===== config.mk =====
export PLATFORM = sky130hd
export DESIGN_NAME = palette_nearest_color_search
export DESIGN_NICKNAME = d
export VERILOG_FILES = /design/src/rtl/pncs_pkg.sv /design/src/rtl/pncs_ram.sv /design/src/rtl/pncs_dist.sv /design/src/rtl/palette_nearest_color_search.sv
export VERILOG_INCLUDE_DIRS = /design/src /design/src/rtl
export SDC_FILE = /design/constraint.sdc
export NUM_CORES = 2
export LEC_CHECK = 0
export BUFFER_PORTS_ARGS = -buffer_cell sky130_fd_sc_hd__buf_2
export CAP_MARGIN = 5
export CORE_MARGIN = 4
export CORE_UTILIZATION = 60
export CTS_CLUSTER_DIAMETER = 120
export DETAILED_ROUTE_END_ITERATION = 8
export HOLD_SLACK_MARGIN = 0.08
export PLACE_DENSITY_LB_ADDON = 0.25
export SYNTH_ARGS = -nofsm -noshare
export SYNTH_HDL_FRONTEND = slang
export SYNTH_MEMORY_MAX_BITS = 65536
export SYNTH_SLANG_ARGS = --single-unit

===== constraint.sdc =====
create_clock -name clk -period 11.2 [get_ports clk]
set_input_delay 1.12 -clock clk [delete_from_list [all_inputs] [get_ports clk]]
set_output_delay 1.12 -clock clk [all_outputs]
set_load 0.005 [all_outputs]

===== src/rtl/palette_nearest_color_search_macros.svh =====
// assertion helpers, clocked on clk and disabled in reset
`ifndef PALETTE_NEAREST_COLOR_SEARCH_MACROS_SVH
`define PALETTE_NEAREST_COLOR_SEARCH_MACROS_SVH

// same-cycle implication
`define PNCS_ASSERT_NOW(label, ante, cons) \
	label: assert property (@(posedge clk) disable iff (!arst_n) (ante) |-> (cons)) \
		else $error("palette search assertion failed");

// next-cycle implication
`define PNCS_ASSERT_NEXT(label, ante, cons) \
	label: assert property (@(posedge clk) disable iff (!arst_n) (ante) |=> (cons)) \
		else $error("palette search assertion failed");

`endif


===== src/rtl/pncs_pkg.sv =====
package pncs_pkg;

	localparam int PALETTE_ENTRIES = 256;
	localparam int IDX_W           = $clog2(PALETTE_ENTRIES);
	localparam int CNT_W           = $clog2(PALETTE_ENTRIES + 1);
	localparam int CHAN_W          = 6;
	localparam int ENTRY_W         = 3 * CHAN_W;
	localparam int DIST_W          = 14;
	localparam int BEST_W          = 15;

	localparam logic [BEST_W-1:0] BEST_INIT = 15'd30000;
	localparam logic [DIST_W-1:0] MAX_SAD   = 14'd189;
	localparam logic [DIST_W-1:0] MAX_SSD   = 14'd11907;

	localparam logic METRIC_SAD = 1'b0;
	localparam logic METRIC_SSD = 1'b1;

	localparam logic CMD_WRITE  = 1'b0;
	localparam logic CMD_SEARCH = 1'b1;

	typedef struct packed {
		logic [CHAN_W-1:0] red;
		logic [CHAN_W-1:0] green;
		logic [CHAN_W-1:0] blue;
	} rgb_t;

endpackage


===== src/rtl/pncs_ram.sv =====
module pncs_ram #(
	parameter int WIDTH = 18,
	parameter int DEPTH = 256,
	localparam int AW   = (DEPTH > 1) ? $clog2(DEPTH) : 1
) (
	input  logic             clk,
	input  logic             we,
	input  logic [AW-1:0]    waddr,
	input  logic [WIDTH-1:0] wdata,
	input  logic [AW-1:0]    raddr,
	output logic [WIDTH-1:0] rdata
);

	logic [WIDTH-1:0] mem_q [DEPTH];
	logic [WIDTH-1:0] rdata_q;

	always_ff @(posedge clk) begin
		if (we) begin
			mem_q[waddr] <= wdata;
		end
		rdata_q <= mem_q[raddr];
	end

	assign rdata = rdata_q;

endmodule


===== src/rtl/pncs_dist.sv =====
module pncs_dist import pncs_pkg::*; (
	input  rgb_t              entry,
	input  rgb_t              query,
	input  logic              metric,
	output logic [DIST_W-1:0] distance
);

	function automatic logic [CHAN_W-1:0] abs_diff(input logic [CHAN_W-1:0] a,
		input logic [CHAN_W-1:0] b);
		return (a >= b) ? (a - b) : (b - a);
	endfunction

	logic [CHAN_W-1:0]   dr, dg, db;
	logic [2*CHAN_W-1:0] sq_r, sq_g, sq_b;
	logic [DIST_W-1:0]   sad, ssd;

	always_comb begin
		dr       = abs_diff(entry.red, query.red);
		dg       = abs_diff(entry.green, query.green);
		db       = abs_diff(entry.blue, query.blue);
		sq_r     = (2*CHAN_W)'(dr) * (2*CHAN_W)'(dr);
		sq_g     = (2*CHAN_W)'(dg) * (2*CHAN_W)'(dg);
		sq_b     = (2*CHAN_W)'(db) * (2*CHAN_W)'(db);
		sad      = DIST_W'(dr) + DIST_W'(dg) + DIST_W'(db);
		ssd      = DIST_W'(sq_r) + DIST_W'(sq_g) + DIST_W'(sq_b);
		distance = (metric == METRIC_SSD) ? ssd : sad;
	end

endmodule


===== src/rtl/palette_nearest_color_search.sv =====
// Nearest palette color search. A write word (tuser low) stores one RGB palette entry with 6-bit
// channels; writes to an index at or above PALETTE_ENTRIES are dropped. A search word (tuser
// high) walks the whole palette through a single RAM read port and one shared distance unit,
// one entry per cycle, and holds s_tready low until the result is loaded into the output
// register; it returns the lowest index at minimum distance along with that distance.
// The result sits in an output register, so palette writes are taken while it waits. cfg_data
// selects sum of absolute (0) or squared (1) channel differences. Unwritten entries read as black.
`include "palette_nearest_color_search_macros.svh"

module palette_nearest_color_search import pncs_pkg::*; (
	input  logic        clk,
	input  logic        arst_n,
	input  logic        s_tvalid,
	output logic        s_tready,
	input  logic [31:0] s_tdata,  // entry_index, red, green, blue, zero pad
	input  logic        s_tuser,  // cmd
	output logic        m_tvalid,
	input  logic        m_tready,
	output logic [23:0] m_tdata,  // match_index, match_distance, zero pad
	input  logic        cfg_valid,
	output logic        cfg_ready,
	input  logic        cfg_data
);

	typedef enum logic [1:0] {
		ST_IDLE,
		ST_SCAN,
		ST_FINISH
	} state_t;

	state_t               state_q;
	logic                 metric_q;
	logic [PALETTE_ENTRIES-1:0] valid_q;
	rgb_t                 query_q;
	logic [CNT_W-1:0]     cnt_q;
	logic [IDX_W-1:0]     best_idx_q;
	logic [BEST_W-1:0]    best_dist_q;
	logic                 m_tvalid_q;
	logic [7:0]           out_idx_q;
	logic [DIST_W-1:0]    out_dist_q;

	logic                 vld_s1, vld_s2;
	logic                 ok_s1;
	logic [IDX_W-1:0]     idx_s1, idx_s2;
	logic [DIST_W-1:0]    dist_s2;

	logic [7:0]           in_index;
	rgb_t                 in_rgb;
	logic                 accept, wr_go, srch_go;
	logic                 issue, scan_done;
	logic [IDX_W-1:0]     rd_addr;
	logic [ENTRY_W-1:0]   ram_rdata;
	rgb_t                 entry_s1;
	logic [DIST_W-1:0]    dist_c;
	logic                 better;

	assign in_index     = s_tdata[7:0];
	assign in_rgb.red   = s_tdata[13:8];
	assign in_rgb.green = s_tdata[19:14];
	assign in_rgb.blue  = s_tdata[25:20];

	assign s_tready  = (state_q == ST_IDLE);
	assign cfg_ready = 1'b1;
	assign accept    = s_tvalid && s_tready;
	assign wr_go     = accept && (s_tuser == CMD_WRITE)
		&& (9'(in_index) < 9'(PALETTE_ENTRIES));
	assign srch_go   = accept && (s_tuser == CMD_SEARCH);

	assign rd_addr   = cnt_q[IDX_W-1:0];
	assign issue     = (state_q == ST_SCAN) && (cnt_q != CNT_W'(PALETTE_ENTRIES));
	assign scan_done = (state_q == ST_SCAN) && !issue && !vld_s1 && !vld_s2;

	pncs_ram #(
		.WIDTH (ENTRY_W),
		.DEPTH (PALETTE_ENTRIES)
	) u_ram (
		.clk   (clk),
		.we    (wr_go),
		.waddr (in_index[IDX_W-1:0]),
		.wdata (in_rgb),
		.raddr (rd_addr),
		.rdata (ram_rdata)
	);

	assign entry_s1 = ok_s1 ? rgb_t'(ram_rdata) : '0;

	pncs_dist u_dist (
		.entry    (entry_s1),
		.query    (query_q),
		.metric   (metric_q),
		.distance (dist_c)
	);

	assign better = vld_s2 && (BEST_W'(dist_s2) < best_dist_q);

	always_ff @(posedge clk or negedge arst_n) begin
		if (!arst_n) begin
			metric_q <= METRIC_SAD;
			valid_q  <= '0;
		end else begin
			if (cfg_valid && cfg_ready) begin
				metric_q <= cfg_data;
			end
			if (wr_go) begin
				valid_q[in_index[IDX_W-1:0]] <= 1'b1;
			end
		end
	end

	// read and distance pipeline
	always_ff @(posedge clk or negedge arst_n) begin
		if (!arst_n) begin
			vld_s1 <= 1'b0;
			vld_s2 <= 1'b0;
		end else begin
			vld_s1 <= issue;
			vld_s2 <= vld_s1;
		end
	end

	always_ff @(posedge clk) begin
		idx_s1  <= rd_addr;
		ok_s1   <= valid_q[rd_addr];
		idx_s2  <= idx_s1;
		dist_s2 <= dist_c;
	end

	always_ff @(posedge clk or negedge arst_n) begin
		if (!arst_n) begin
			state_q     <= ST_IDLE;
			cnt_q       <= '0;
			best_idx_q  <= '0;
			best_dist_q <= BEST_INIT;
			query_q     <= '0;
			m_tvalid_q  <= 1'b0;
			out_idx_q   <= '0;
			out_dist_q  <= '0;
		end else begin
			if (m_tvalid_q && m_tready && (state_q != ST_FINISH)) begin
				m_tvalid_q <= 1'b0;
			end
			unique case (state_q)
				ST_IDLE: begin
					if (srch_go) begin
						state_q     <= ST_SCAN;
						cnt_q       <= '0;
						best_idx_q  <= '0;
						best_dist_q <= BEST_INIT;
						query_q     <= in_rgb;
					end
				end
				ST_SCAN: begin
					if (issue) begin
						cnt_q <= cnt_q + 1'b1;
					end
					if (better) begin
						best_idx_q  <= idx_s2;
						best_dist_q <= BEST_W'(dist_s2);
					end
					if (scan_done) begin
						state_q <= ST_FINISH;
					end
				end
				ST_FINISH: begin
					if (!m_tvalid_q || m_tready) begin
						m_tvalid_q <= 1'b1;
						out_idx_q  <= 8'(best_idx_q);
						out_dist_q <= best_dist_q[DIST_W-1:0];
						state_q    <= ST_IDLE;
					end
				end
				default: begin
					state_q <= ST_IDLE;
				end
			endcase
		end
	end

	assign m_tvalid = m_tvalid_q;
	assign m_tdata  = {2'b00, out_dist_q, out_idx_q};

	`PNCS_ASSERT_NEXT(a_busy_after_search, srch_go, !s_tready)
	`PNCS_ASSERT_NOW(a_match_found, state_q == ST_FINISH, best_dist_q < BEST_INIT)
	`PNCS_ASSERT_NOW(a_sad_range, m_tvalid && (metric_q == METRIC_SAD), m_tdata[21:8] <= MAX_SAD)
	`PNCS_ASSERT_NOW(a_ssd_range, m_tvalid, m_tdata[21:8] <= MAX_SSD)

endmodule

==> summary.txt <==
Pwr
  • Comb pwr share: between 40% and 50%
  • Power, Total: 62.89 mW
  • Peak supply drop: roughly 2.5 mV
  • Sw Pwr: between 20 and 25 mW
  • Net switching fraction of the power: between 30% and 40%
  • Ratio of total power to cell area: approximately 290 nW/um2
  • Internal power consumption: slightly above 40 mW
  • Part of the power in the clock network: between 20% and 30%
  • Leak pwr: around 70 nW
  • Relative contribution of sequential cells to total power: 33.3%

Timing
  • Relative slew slack: under 10%
  • Finish-stage setup viols: 0
  • Maximum clock frequency: 109.6 MHz
  • Number of failing hold endpoints at the final stage: 0
  • Final cycle utilization of the critical path: about 81%
  • Setup repair after global routing missed its margin: no
  • Final Hold Slack: between 90 and 100 ps
  • Final TNS setup: 0 ps
  • Worst-margin pin slew: 1387 ps
  • Tmin final: between 9000 and 10000 ps
  • Max-slew violations: 0
  • Worst Clk Skew: a little under 50 ps

Global routing
  • Number of antenna violations at the first check in global routing: 33
  • Pin count of the biggest net entering global routing: between 150 and 200
  • Via count of the first global-routing pass: just under 100k
  • Total overflow reported by the global router: 0
  • Tot GR Track Use: ~30%
  • Global-route wire length before repair: 706.3 mm

Detailed routing
  • Overall routed net length: ~490 mm
  • Detailed-routing iteration count for the pre-antenna-repair pass: 5
  • Antenna Violating Nets Remaining: 0
  • Total DRC errors in the routed layout: 0
  • Wire length per cell after detailed routing: ~34 um
  • DR vias: 97760
  • Vias per cell: roughly 6.9
  • Number of DRC markers in iteration 0: around 14000

Synth
  • Top FF cell, synth: edfxtp_1
  • Synthesized-area fraction occupied by and/or/nand/nor cells: under 10%
  • Cells after Synth: just over 9000
  • Synthesized-area fraction occupied by ao, oa, aoi and oai cells: 4.394%
  • Count of flip-flops with a built-in enable after synthesis: around 4600
  • Per-instance average area after synthesis: ~21 um2
  • Share of flip-flops with an asynchronous set or reset after synthesis: approximately 6.7%
  • Sequential cell area fraction in the yosys report: around three quarters
  • Synth Area in XOR/XNOR: less than 1%
  • Multiplexer fraction of the synthesized cell area: between 10% and 20%
  • Synthesized flop and latch total: 4991
  • Main combinational cell family by area after synthesis: multiplexers
  • Post-synthesis cell area: roughly 190000 um2
  • Warnings, synthesis: 0
  • Fraction of the mapped netlist area in adder cells: roughly 1.3%
  • Count of different cell masters after synthesis: 66

Final layout
  • Fraction of layout cells with a size suffix above 1: between 20% and 30%
  • Most frequent cells in the layout: edfxtp_1, mux4_2, clkbuf_16, buf_4, dfrtp_1
  • Post-layout instance area: 216200 um2
  • Leading cell type in the layout, fill and taps excluded: edfxtp_1
  • Net count reported at finish: 9709
  • Layout-stage area growth over the synthesis result: 11.43%
  • Finished Core Util: between 60% and 70%

Clock network
  • Clock-pin transition on the worst setup and hold timing paths: approximately 60 ps
  • Post-CTS setup buffer count: 0
  • Bufs on Longest Clock Path: 4
  • Clock H-tree levels: 5
  • Buffer cell driving the clock tree root: clkbuf_16
  • Clock latency of the later-clocked register in the worst-skew pair: 1000 ps
  • Resize count post-CTS: 0
  • Clock tree from TritonCTS: yes
  • Hold Buf Count CTS: 0
  • Number of buffers inserted during clock tree synthesis: ~470
  • Clock tree sinks: 4991

Floorplan
  • Initial Util: between 60% and 70%
  • Core box area: around 320000 um2
  • Die height: roughly 580 um
  • Die Footprint: about 330000 um2
  • Standard-cell row count: between 200 and 250
  • Die width: roughly 580 um
  • Top-Level Pins: 66

Setup path
  • FF-to-FF setup slack: 2070 ps
  • Critical-path cell with the highest stage delay: fa_1
  • Kind of end point of the critical path: register
  • Maximum net fanout on the critical path: 18
  • Startpoint type of the worst setup path: register
  • Worst EP arrival: roughly 10000 ps
  • Worst Path Required: approximately 12000 ps
  • Slowest stage delay, CP: ~570 ps
  • Cell type with the highest occurrence count on the critical path: fa_1
  • Type of the worst setup path: reg2reg

Placement
  • Final HPWL DP: 271.1 mm
  • Placed instance area: 200800 um2
  • Routability cong.: roughly 0.85
  • Port Buf Inserts: 56

Flow run
  • Max-cap check violation count: 0

Min path
  • Type of the worst min-delay path: in2async

Status
  • Result of the run: finished clean
-- path summary, 6_finish.rpt --
| path | end | cells past startpoint | startpoint |
|---|---|---|---|
| worst max-delay path | dist_s2[12] | 34 | ok_s1 |
| worst min-delay path | out_dist_q[9] | 1 | arst_n |
| worst max register to register | dist_s2[12] | 34 | ok_s1 |
| worst min register to register | idx_s2[1] | 0 | idx_s1[1] |
| max in group asynchronous | valid_q[0] | 3 | arst_n |
| min in group clk | idx_s2[1] | 0 | idx_s1[1] |
-- synthesized netlist by cell type, types with 70 or more instances --
cell type | n | area share [%]
edfxtp_1 | 4608 | 71
mux4_2 | 1214 | 14
nor2_1 | 373 | 0.72
dfrtp_1 | 327 | 4.2
a22oi_1 | 318 | 1.2
clkbuf_1 | 268 | 0.52
a21oi_1 | 192 | 0.50
inv_1 | 165 | 0.32
nand2_1 | 162 | 0.31
a22o_1 | 147 | 0.66
a221oi_1 | 145 | 0.65
o21bai_1 | 136 | 0.53
or2_2 | 132 | 0.43
buf_2 | 111 | 0.29
ha_1 | 105 | 0.68
buf_1 | 70 | 0.14
-- final cells by class --
class                           instances  area, um2
Multi-Input combinational cell       3454      43610
Timing Repair Buffer                  422       3481
Fill cell                           19530     105200
Inverter                              165      619.3
Clock inverter                        278       2669
Sequential cell                      4991     147700
Antenna cell                            8      20.02
Clock buffer                          605      12680
Tap cell                             4305       5386
-- per-stage QoR --
stage | instances | setup WS (ps)
after floorplan | 9149 | 2705
after global placement | 13340 | 1998
after detailed placement | 13340 | 2083
after CTS | 14220 | 2046
after global routing | 14230 | 1423
final | 14230 | 2075
-- sequential cells by signal, summed over array words and instances (netlist names), 2 cells and up --
| register | cells |
|---|---|
| u_ram.mem_q | 4608 |
| valid_q | 256 |
| query_q | 18 |
| u_ram.rdata | 18 |
| best_dist_q | 15 |
| dist_s2 | 14 |
| out_dist_q | 14 |
| cnt_q | 9 |
| best_idx_q | 8 |
| idx_s1 | 8 |
| idx_s2 | 8 |
| out_idx_q | 8 |
| state_q | 2 |
-- routing by layer --
layer | part of all wire (%) | track usage (%) | vias up | wire [um]
met5 | 0.014 | 0 | - | 70
met4 | 4.1 | 10.58 | 12 | 19960
met3 | 11 | 6.284 | 875 | 55420
met2 | 47 | 44.71 | 6480 | 229500
met1 | 37 | 43.14 | 51620 | 180900
li1 | - | - | 38780 | -
-- power by group through the flow --
stage / Combinational [mW] / Clock, mW / Sequential, mW
final: 26.1 / 15.8 / 20.9
after global routing: 28.6 / 16.9 / 20.9
after CTS: 26.4 / 16.0 / 20.9
after detailed placement: 26.3 / 0 / 21.3
after global placement: 26.5 / 0 / 21.3
after floorplan: 20.6 / 0 / 21.2
-- worst max-delay path: cells and delay by family (launching register included) --
kind                     cells  cell delay (ps)
flip-flops                   1              530
XOR/XNOR                     2              220
adder cells (fa/ha/maj)     10             4310
buffers and inverters        6              350
AND/OR/NAND/NOR              6              740
AO/OA/AOI/OAI               10             2820
-- cells by family (layout without fill, tap and decap cells) --
logic type,after synthesis,after routing
AOI/OAI and AO/OA,1159,1159
xor gates and xnor gates,46,46
adders and majority gates,163,163
buffers and inverters,704,1470
DFF,4991,4991
muxes,1274,1274
other,2,11
and+or+nand+nor,809,809
(Power assumes the default switching activity.)
